--- config.mk ---
export PLATFORM = sky130hd
export DESIGN_NAME = kvi_queue
export DESIGN_NICKNAME = d
export VERILOG_FILES = /design/src/rtl/core/keyframe_vector_interpolator_assert.svh /design/src/rtl/core/kvi_pkg.sv /design/src/rtl/core/kvi_queue.sv
export SDC_FILE = /design/constraint.sdc
export NUM_CORES = 1
export LEC_CHECK = 0
export BUFFER_PORTS_ARGS = -buffer_cell sky130_fd_sc_hd__buf_2
export CORE_MARGIN = 2
export CORE_UTILIZATION = 45
export DETAILED_ROUTE_END_ITERATION = 8
export PLACE_DENSITY = 0.7
export SLEW_MARGIN = 20
export SYNTH_ARGS = -nofsm -noshare
export SYNTH_HDL_FRONTEND = slang
export SYNTH_SLANG_ARGS = --single-unit
--- constraint.sdc ---
create_clock -name i_clk -period 10.2 [get_ports i_clk]
set_clock_uncertainty 0.2 [all_clocks]
set_input_delay 0.51 -clock i_clk [delete_from_list [all_inputs] [get_ports i_clk]]
set_output_delay 0.51 -clock i_clk [all_outputs]
set_load 0.005 [all_outputs]
--- src/rtl/core/keyframe_vector_interpolator_assert.svh ---
// Assertion macros for the keyframe interpolator
`ifndef KEYFRAME_VECTOR_INTERPOLATOR_ASSERT_SVH
`define KEYFRAME_VECTOR_INTERPOLATOR_ASSERT_SVH

// Property that must hold on every clock edge out of reset
`define KVI_ASSERT_CLK(label, prop, msg) \
    label: assert property (@(posedge i_clk) disable iff (!i_rst_n) (prop)) else $error(msg);

// Antecedent implies consequent on the next clock edge
`define KVI_ASSERT_NEXT(label, ante, cons, msg) \
    label: assert property (@(posedge i_clk) disable iff (!i_rst_n) (ante) |=> (cons)) \
        else $error(msg);

`endif

--- src/rtl/core/kvi_pkg.sv ---
`timescale 1ns / 1ps
`default_nettype none
// ----------------------------------------------------------------------------
// kvi_pkg
// Shared codes and types of the keyframe vector interpolator.
// ----------------------------------------------------------------------------
package kvi_pkg;

    typedef enum logic [1:0] {
        OP_APPEND = 2'd0,
        OP_QUERY  = 2'd1,
        OP_CLEAR  = 2'd2,
        OP_NOP    = 2'd3
    } t_op;

    typedef enum logic [2:0] {
        ST_OK      = 3'd0,
        ST_SINGLE  = 3'd1,
        ST_EMPTY   = 3'd2,
        ST_CLAMPED = 3'd3,
        ST_FULL    = 3'd4
    } t_status;

    localparam int unsigned WORD_W = 32;

    typedef struct packed {
        t_op                op;
        logic [WORD_W-1:0]  key_time;
        logic [WORD_W-1:0]  key_x;
        logic [WORD_W-1:0]  key_y;
        logic [WORD_W-1:0]  key_z;
        logic [WORD_W-1:0]  query_time;
    } t_cmd;

endpackage
`default_nettype wire

--- src/rtl/core/kvi_queue.sv ---
`timescale 1ns / 1ps
`default_nettype none
// ----------------------------------------------------------------------------
// kvi_queue
// Two-entry command queue between the front and back parts.
// ----------------------------------------------------------------------------
module kvi_queue (
    input  wire           i_clk,
    input  wire           i_rst_n,
    input  wire           i_wr_valid,
    output logic          o_wr_ready,
    input  kvi_pkg::t_cmd i_wr_data,
    output logic          o_rd_valid,
    input  wire           i_rd_ready,
    output kvi_pkg::t_cmd o_rd_data
);
    import kvi_pkg::*;

    t_cmd       r_mem [2];
    logic       r_wp, r_rp;
    logic [1:0] r_cnt;
    logic       w_wr, w_rd;

    assign o_wr_ready = (r_cnt != 2'd2);
    assign o_rd_valid = (r_cnt != 2'd0);
    assign o_rd_data  = r_mem[r_rp];
    assign w_wr = i_wr_valid && o_wr_ready;
    assign w_rd = o_rd_valid && i_rd_ready;

    always_ff @(posedge i_clk) begin
        if (w_wr) begin
            r_mem[r_wp] <= i_wr_data;
        end
        if (!i_rst_n) begin
            r_wp  <= 1'b0;
            r_rp  <= 1'b0;
            r_cnt <= 2'd0;
        end else begin
            if (w_wr) r_wp <= ~r_wp;
            if (w_rd) r_rp <= ~r_rp;
            r_cnt <= r_cnt + {1'b0, w_wr} - {1'b0, w_rd};
        end
    end
endmodule
`default_nettype wire

==> reports/results.ini <==
[critical_path]
r2r_start = r_cnt[0]
crit_slowest_cell = buf_4
worstSetupStartpoint = r_cnt[0]
crit_chain = nand2b_1, nand2_1, nor2_4, buf_4, buf_4
critical_path.max_stage_delay_ns = 0.89
crit_required_ns = 10.11
crit_family = buffers and inverters
path_max_fanout = 75
cp.arrival_ns = 3.56
path_buf_inv = 2
critical-path-top-cell-by-count = buf_4
r2r-end = r_mem[0][154]
ff2ff_path_depth = 5
ff2ff_setup_slack_ns = 6.54
crit_type = flop to flop
crit_path_end_kind = flop
start_kind = flop

[pwr]
vdd_drop_max_mv = 0.157
p_sw_uw = 921
internal_power_uw = 2930
seqPwrFrac = 0.459
p_comb_frac = 0.221
leakage_uw = 0.00646
clkPwrFrac = 0.320
p_sw_frac = 0.239
fin_total_pwr_uw = 3850
powerDensity_nw_per_um2 = 230

[synth]
synth_warnings = 0
synth_cell_type_count = 18
yosys.area.top_type = edfxtp_1
synth-seq-area-share = 0.803
yosysMostFrequentCell = edfxtp_1
synth_area_um2 = 12200
syn_area_per_cell_um2 = 23.2
synth_edf_count = 324
yosys_most_used_dff = edfxtp_1
syn_nets = 696
synth_top_area_frac = 0.795
yosys_register_bits = 329
ys_async_sr_fraction = 0
synth_area_leaders = edfxtp_1, mux2_4, mux2_2
synthTopCellsByCount = edfxtp_1, mux2_2, mux2_4
syn_inst = 528

[die]
die_area_um2 = 28500
die-height_um = 169
fp.dieW_um = 169
ios = 330
coreArea_um2 = 26800
rows = 60
start_util = 0.457

[clocking]
clockBufferDepth = 3
root_buffer = clkbuf_16
cts_num_sinks = 329
path_clk_slew_ns = 0.06
cts_htree_levels = 2
clock_latency_ns = 0.48
cts_buffers = 35
cts_tree = done
cts_setup_buffers = 0

[sta]
holdWs_ns = 0.0224
tns_ns = 0
worstMarginPinSlew_ns = 1.01
final.period_utilization = 0.359
rsz0062_at_grt = false
relSlewSlack = 0.328
finalCriticalPeriod_ns = 3.66
fmax_mhz = 273
report.final.slew_viol_count = 0
finalHoldViolations = 0
setup_viol = 0

[worst_hold_path]
min_delay_path_depth = 1
hp-start = i_wr_data[79]
hp-class = input pin to flop
whs_endpoint = r_mem[1][79]

[grt]
grt_pass1_vias = 6936
antenna_found_initial = 1
grt_overflow_total = 0
grt_pass1_wl_mm = 36.1
grtUsageTotal = 0.163
grt_start_max_net_pins = 76

[layout]
final_cell_count_no_fill = 1382
final_nets = 1186
drive_gt1_frac = 0.530
syn2layout_area_growth_pct = 36.6

[detailed_routing]
routedWlPerCell_um = 17.7
totalWireLength_mm = 24.4
ant_nets = 0
first_pass_iters = 4
drt_iter0_markers = 430
via_per_inst = 4.79
drc = 0
vias = 6615

[place]
port_buffers = 329
detailed_place_hpwl_mm = 15.4
gp_congestion = 0.738
dp_cells = 1186

[status]
status = complete, no violations

[job]
maxCapViolations = 0

-- cell type report --
| cell class | count | area [um2] |
|---|---|---|
| Antenna cell | 1 | 2.50 |
| Sequential cell | 329 | 9830 |
| Timing Repair Buffer | 471 | 3050 |
| Tap cell | 341 | 427 |
| Multi-Input combinational cell | 180 | 2270 |
| Clock buffer | 44 | 962 |
| Inverter | 1 | 3.75 |
| Clock inverter | 15 | 174 |
| Fill cell | 1880 | 10100 |
-- per-layer routing --
metal	wire length, um	up-vias	track usage
met4	652	0	0.0540
met3	2000	52	0.0521
met1	9980	3213	0.196
met5	0	-	0
li1	-	3083	-
met2	11800	267	0.281
-- sequential cells by signal, indices dropped and copies added, names as in the netlist, named ones only --
name,cells
r_mem,324
r_cnt,2
r_rp,1
r_wp,1
-- cell usage in the layout (no fill, tap or decap), types with 2 or more instances in the layout --
cell type / Yosys / final
nand2b_1: 2 / 2
dfxtp_1: 5 / 4
clkinv_2: 0 / 7
xnor2_1: 3 / 3
ha_1: 2 / 2
mux2_2: 82 / 82
clkbuf_1: 0 / 6
clkbuf_16: 0 / 37
edfxtp_1: 324 / 324
bufinv_16: 0 / 4
buf_4: 0 / 6
dlygate4sd3_1: 0 / 136
nor2b_1: 2 / 2
clkinv_1: 0 / 3
mux2_4: 80 / 80
and2_1: 2 / 2
nand2_1: 2 / 2
buf_2: 8 / 329
-- metrics by stage --
step,worst slack (ns),utilization,instance area (um2)
floorplan,1.99,-,12200
global placement,6.44,0.531,14200
detailed placement,6.41,0.531,14200
CTS,6.46,0.622,16700
global route,6.27,0.624,16700
finish,6.54,0.624,16700
-- worst max path at each step --
stage	to	depth (start not counted)
6_report	r_mem[0][154]	5
5_1_grt	r_mem[0][155]	5
4_1_cts	r_mem[0][82]	5
3_5_place_dp	r_mem[0][81]	5
3_3_place_gp	r_mem[0][26]	5
2_1_floorplan	r_mem[0][0]	3
-- cell families after synthesis --
logic type | Yosys count | synth area share
multiplexers | 163 | 0.174
XOR/XNOR | 3 | 0.00215
AND/OR/NAND/NOR | 11 | 0.00501
flip-flops | 329 | 0.803
adder cells (fa/ha/maj) | 2 | 0.00204
AO/OA/AOI/OAI | 1 | 0.000614
buffers and inverters | 19 | 0.0128
-- power groups by stage --
stage / clock (uW) / combinational [uW] / sequential [uW]
after global placement: 0 / 814 / 1790
after floorplan: 0 / 531 / 1800
after global routing: 1320 / 915 / 1790
after CTS: 1270 / 860 / 1770
after detailed placement: 0 / 816 / 1800
final: 1230 / 850 / 1770
-- timing repair --
item	4_1_cts	5_1_grt
resized for setup	0	0
hold buffers	130	6
endpoints found under the setup margin	0	0
hold endpoints to repair	259	11
No activity file was read; power rests on OpenSTA's default activity.
