**src/rtl/core/keyframe_vector_interpolator_assert.svh**
```systemverilog
// Assertion macros for the keyframe interpolator
`ifndef KEYFRAME_VECTOR_INTERPOLATOR_ASSERT_SVH
`define KEYFRAME_VECTOR_INTERPOLATOR_ASSERT_SVH

// Property that must hold on every clock edge out of reset
`define KVI_ASSERT_CLK(label, prop, msg) \
    label: assert property (@(posedge i_clk) disable iff (!i_rst_n) (prop)) else $error(msg);

// Antecedent implies consequent on the next clock edge
`define KVI_ASSERT_NEXT(label, ante, cons, msg) \
    label: assert property (@(posedge i_clk) disable iff (!i_rst_n) (ante) |=> (cons)) \
        else $error(msg);

`endif

```
**src/rtl/core/kvi_pkg.sv**
```systemverilog
`timescale 1ns / 1ps
`default_nettype none
// ----------------------------------------------------------------------------
// kvi_pkg
// Shared codes and types of the keyframe vector interpolator.
// ----------------------------------------------------------------------------
package kvi_pkg;

    typedef enum logic [1:0] {
        OP_APPEND = 2'd0,
        OP_QUERY  = 2'd1,
        OP_CLEAR  = 2'd2,
        OP_NOP    = 2'd3
    } t_op;

    typedef enum logic [2:0] {
        ST_OK      = 3'd0,
        ST_SINGLE  = 3'd1,
        ST_EMPTY   = 3'd2,
        ST_CLAMPED = 3'd3,
        ST_FULL    = 3'd4
    } t_status;

    localparam int unsigned WORD_W = 32;

    typedef struct packed {
        t_op                op;
        logic [WORD_W-1:0]  key_time;
        logic [WORD_W-1:0]  key_x;
        logic [WORD_W-1:0]  key_y;
        logic [WORD_W-1:0]  key_z;
        logic [WORD_W-1:0]  query_time;
    } t_cmd;

endpackage
`default_nettype wire

```
**src/rtl/core/kvi_front.sv**
```systemverilog
`timescale 1ns / 1ps
`default_nettype none
// ----------------------------------------------------------------------------
// kvi_front
// Input stage: registers an item.
// ----------------------------------------------------------------------------
module kvi_front (
    input  wire           i_clk,
    input  wire           i_rst_n,
    input  wire           i_valid,
    output logic          o_ready,
    input  kvi_pkg::t_cmd i_cmd,
    output logic          o_valid,
    input  wire           i_ready,
    output kvi_pkg::t_cmd o_cmd
);
    import kvi_pkg::*;

    logic r_valid;
    t_cmd r_cmd;

    assign o_ready = !r_valid || i_ready;
    assign o_valid = r_valid;
    assign o_cmd   = r_cmd;

    always_ff @(posedge i_clk) begin
        if (i_valid && o_ready) begin
            r_cmd <= i_cmd;
        end
        if (!i_rst_n) begin
            r_valid <= 1'b0;
        end else if (o_ready) begin
            r_valid <= i_valid;
        end
    end
endmodule
`default_nettype wire

```
**config.mk**
```make
export PLATFORM = sky130hd
export DESIGN_NAME = kvi_front
export DESIGN_NICKNAME = d
export VERILOG_FILES = /design/src/rtl/core/keyframe_vector_interpolator_assert.svh /design/src/rtl/core/kvi_pkg.sv /design/src/rtl/core/kvi_front.sv
export SDC_FILE = /design/constraint.sdc
export NUM_CORES = 1
export LEC_CHECK = 0
export BUFFER_PORTS_ARGS = -buffer_cell sky130_fd_sc_hd__buf_2
export CAP_MARGIN = 20
export CORE_AREA = 4 4 124 126
export DETAILED_ROUTE_END_ITERATION = 12
export DIE_AREA = 0 0 128 130
export GPL_TIMING_DRIVEN = 0
export PLACE_DENSITY = 0.71
export SETUP_SLACK_MARGIN = 0.1
export SKIP_LAST_GASP = 1
export SYNTH_ARGS = -nofsm -noshare
export SYNTH_HDL_FRONTEND = slang
export SYNTH_SLANG_ARGS = --single-unit
```
**constraint.sdc**
```tcl
create_clock -name i_clk -period 1.85 [get_ports i_clk]
set_input_delay 0.2775 -clock i_clk [delete_from_list [all_inputs] [get_ports i_clk]]
set_output_delay 0.2775 -clock i_clk [all_outputs]
set_load 0.1 [all_outputs]
```
==> flow_summary.yaml, run 1 <==
status:
  status: "completed"
grt:
  grt_pass1_wl_um: 16900
  antenna_found_initial: 1
  gr-total-overflow: 0
  track_usage_pct: 13.9
  grt_max_degree: 62
  grt_pass1_vias: 3073
yosys:
  netlist_area_um2: 4920
  synth_area_leaders: "edfxtp_1 99%, dfxtp_1 0.41%, nand2b_4 0.28%"
  synth.top_cell.area_share_pct: 98.8
  syn_inst: 167
  syn_avg_cell_area_um2: 29.5
  synth_warnings: 0
  synth_largest_area_cell: "edfxtp_1"
  ys_types: 6
  syn-num-nets: 333
  ys_seq_elements: 163
  synth-seq-area-share_pct: 99.2
flow_run:
  maxCapViolations: 0
sta:
  fin_setup_tns_ns: 0
  slew_headroom_pct: 62.7
  tightest_slew_ns: 0.563
  skew_ns: 0.00451
  slew_viol_final: 0
  rsz0062_at_grt: "false"
  whs_ns: 0.0376
  hold_viol_final: 0
  min_period_ns: 1.54
  worst_slack_ns: 0.307
  fin_crit_sh_pct: 83.4
  clock.fmax_ghz: 0.648
  setup-violations-final: 0
power_and_ir_drop:
  power.leakage_nw: 3.19
  cellPowerDensity_nw_per_um2: 1310
  peakVddDrop_v: 0.000673
  total_power_w: 0.00978
floorplan:
  io-pin-count: 330
  die_h_um: 130
  dieArea_um2: 16600
  die_w_um: 128
  coreArea_um2: 14300
  start_util_pct: 34.4
  placementRows: 44
layout:
  fin_cells: 715
  ff_latch_area_um2: 4890
  fillers: 1203
  diodes: 0
  multi_input_comb_area_um2: 41.3
  nets: 684
  final_common_cell: "buf_2"
  drive_gt1_share_pct: 69.1
  final_cell_mix: "329 x buf_2, 162 x edfxtp_1, 17 x clkbuf_16, 6 x clkinvlp_4, 4 x inv_6"
  area_delta_synth_final_pct: 51.3
detailed_routing:
  wl_per_cell_um: 17.1
  drc: 0
  drt_iter0_drc: 124
  detail-route-antenna-nets: 0
  wirelength_um: 12200
  dr.pass1.iters: 4
  vias_per_cell: 4.19
  vias: 2994
cts:
  clock_latency_ns: 0.41
  cts_sinks: 163
  cts_resized: 0
  clk_pin_slew_worst_paths_ns: 0.06
  tritoncts: "built"
  hold_buffers: 0
  post_cts_buffers: 0
  clockBufferDepth: 2
  cts_htree_levels: 4
  cts-buffers-inserted: 17
  cts_root_buffer: "clkbuf_16"
placed_design:
  port_buffers: 329
  place_ws_ns: 0.0594
  place_congestion: 0.725
  post-dp-hpwl_um: 9540
  dp.cells: 682
setup_path:
  required_ns: 1.57
  cp-start-kind: "flop"
  ff2ff_setup_slack_ns: 0.33
  cp_max_fo: 4
  worstPathArrival_ns: 1.27
  end_kind: "output port"
  path_class: "reg -> out"
  r2r-start: "o_valid"
  cp-startpoint: "o_valid"
min_path:
  min_from: "i_cmd[141]"
  min_path_type: "in -> reg"
## worst max-delay path, stage by stage, from the launching register on
cell      delay [ns]
dfxtp_4         0.35
nand2b_4        0.08
buf_2           0.43
## path summary, 6_finish.rpt
path / to / depth (start not counted)
min: o_cmd[141] / 1
max: o_ready / 2
min reg2reg: o_valid / 2
max reg2reg: o_cmd[124] / 3
## per-stage QoR
step	util (%)	area [um^2]
final	52.0	7450
after global routing	52.0	7450
after CTS	52.0	7440
after detailed placement	47.9	6860
after global placement	47.5	6800
after floorplan	-	4930
## report_power, final
part / internal (W) / switching (W) / total (W)
Combinational: 0.000272 / 0.00173 / 0.00200
Sequential: 0.00432 / 0.0000502 / 0.00437
Clock: 0.00200 / 0.00141 / 0.00341
Total: 0.00659 / 0.00319 / 0.00978
## cell type report
class / count / area share, %
Tap cell: 184 / 3.09
Clock inverter: 15 / 2.12
Clock buffer: 17 / 5.71
Inverter: 1 / 0.0504
Timing Repair Buffer: 331 / 22.8
Sequential cell: 163 / 65.6
Multi-Input combinational cell: 4 / 0.554
## cell families after synthesis
family / synth area share, %
flops: 99.2
simple gates: 0.458
compound gates: 0.229
buf+inv: 0.0762
## synthesized netlist by cell type (all sizes together)
cell and number:
a21boi 1, edfxtp 162, and2 1, dfxtp 1, inv 1, nand2b 1
## registers in the layout (all words and copies together) (netlist names)
name / cells
o_cmd: 162
o_valid: 1
## layer usage
layer  part of all wire (%)  global-route usage (%)  vias to the layer above
met5                   0.11                       0                        -
li1                       -                       -                     1385
met4                    1.5                    5.62                        2
met3                     13                    7.29                       13
met2                     50                    22.9                      199
met1                     35                    15.2                     1395
Note: power is estimated with default switching activity, not from simulation.
==> run 2: changes to the inputs <==
--- a/config.mk
+++ b/config.mk
@@ -7,11 +7,11 @@
 export LEC_CHECK = 0
 export BUFFER_PORTS_ARGS = -buffer_cell sky130_fd_sc_hd__buf_2
 export CAP_MARGIN = 20
-export CORE_AREA = 4 4 124 126
+export CORE_AREA = 4 4 125 127
 export DETAILED_ROUTE_END_ITERATION = 12
-export DIE_AREA = 0 0 128 130
+export DIE_AREA = 0 0 129 131
 export GPL_TIMING_DRIVEN = 0
-export PLACE_DENSITY = 0.71
+export PLACE_DENSITY = 0.67
 export SETUP_SLACK_MARGIN = 0.1
 export SKIP_LAST_GASP = 1
 export SYNTH_ARGS = -nofsm -noshare
==> constraint.sdc (replaced) <==
create_clock -name i_clk -period 1.45 [get_ports i_clk]
set_input_delay 0.2175 -clock i_clk [delete_from_list [all_inputs] [get_ports i_clk]]
set_output_delay 0.2175 -clock i_clk [all_outputs]
set_load 0.1 [all_outputs]
==> flow_summary.yaml, run 2 <==
yosys:
  synth_edf_count: 162
  async_flop_share_pct: 0
  synthFlopType: "edfxtp_1"
  ys_seq_elements: 163
  syn_avg_cell_area_um2: 29.5
  synth_warnings: 0
  syn-num-nets: 333
  synth-seq-area-share_pct: 99.2
  synth_most_common_cell: "edfxtp_1"
  ys_types: 6
  syn_inst: 167
  synth.top_cell.area_share_pct: 98.8
  synth_largest_area_cell: "edfxtp_1"
  synth_area_leaders: "edfxtp_1 99%, dfxtp_1 0.41%, nand2b_4 0.28%"
  netlist_area_um2: 4920
floorplan:
  placementRows: 44
  start_util_pct: 34.1
  die_w_um: 129
  die_h_um: 131
  io-pin-count: 330
cts:
  cts_resized: 171
  cts_root_buffer: "clkbuf_16"
  post_cts_buffers: 4
  hold_buffers: 145
  cts_htree_levels: 4
  cts-buffers-inserted: 17
  cts_sinks: 163
  clockBufferDepth: 2
status:
  error_message: "[ERROR RSZ-0060] Max buffer count reached."
  lastStage: "clock tree synthesis"
  status: "aborted with a tool error"
placed_design:
  post-dp-hpwl_um: 9420
  place_ws_ns: -0.351
  port_buffers: 329
  placed_area_um2: 6860
  place_congestion: 0.738
==> run 2: cell counts after synthesis <==
Identical to the previous run, type by type.
==> run 2: per-stage QoR <==
| step | utilization, % | TNS [ns] | cells |
|---|---|---|---|
| after floorplan | - | -157.56 | 167 |
| after global placement | 47.2 | -147.89 | 680 |
| after detailed placement | 47.5 | -40.28 | 682 |
==> run 2: cell families after synthesis <==
logic type,synth area share (%)
compound gates,0.229
buf+inv,0.0762
simple gates,0.458
flops,99.2
==> run 3: changes to the inputs <==
--- a/config.mk
+++ b/config.mk
@@ -7,12 +7,11 @@
 export LEC_CHECK = 0
 export BUFFER_PORTS_ARGS = -buffer_cell sky130_fd_sc_hd__buf_2
 export CAP_MARGIN = 20
-export CORE_AREA = 4 4 125 127
+export CORE_AREA = 4 4 127 129
 export DETAILED_ROUTE_END_ITERATION = 12
-export DIE_AREA = 0 0 129 131
+export DIE_AREA = 0 0 131 133
 export GPL_TIMING_DRIVEN = 0
-export PLACE_DENSITY = 0.67
-export SETUP_SLACK_MARGIN = 0.1
+export PLACE_DENSITY_LB_ADDON = 0.15
 export SKIP_LAST_GASP = 1
 export SYNTH_ARGS = -nofsm -noshare
 export SYNTH_HDL_FRONTEND = slang
==> flow_summary.yaml, run 3 <==
yosys:
  netlist_area_um2: 4920
  syn_avg_cell_area_um2: 29.5
  synth_most_common_cell: "edfxtp_1"
  synth_largest_area_cell: "edfxtp_1"
  async_flop_share_pct: 0
  ys_seq_elements: 163
  syn_inst: 167
  synthFlopType: "edfxtp_1"
  syn-num-nets: 333
  ys_types: 6
  synth_warnings: 0
  synth_edf_count: 162
  synth.top_cell.area_share_pct: 98.8
  synth-seq-area-share_pct: 99.2
  synth_area_leaders: "edfxtp_1 99%, dfxtp_1 0.41%, nand2b_4 0.28%"
floorplan:
  io-pin-count: 330
  die_w_um: 131
  die_h_um: 133
  placementRows: 45
  start_util_pct: 32.7
cts:
  clockBufferDepth: 2
  cts_htree_levels: 4
  cts_resized: 3
  post_cts_buffers: 2
  cts_sinks: 163
  cts_root_buffer: "clkbuf_16"
  hold_buffers: 145
  cts-buffers-inserted: 17
placed_design:
  placed_area_um2: 6860
  port_buffers: 329
  place_congestion: 0.744
status:
  lastStage: "clock tree synthesis"
  status: "aborted with a tool error"
  error_message: "[ERROR RSZ-0060] Max buffer count reached."
## run 3: kinds of logic after synthesis
| group | share of synthesized area, % |
|---|---|
| AOI/OAI and AO/OA | 0.229 |
| buffers and inverters | 0.0762 |
| DFF | 99.2 |
| and+or+nand+nor | 0.458 |
## run 3: stage by stage
step / std cells / setup WS [ns]
after global placement: 684 / -0.954
after detailed placement: 686 / -0.705
after floorplan: 167 / -0.973
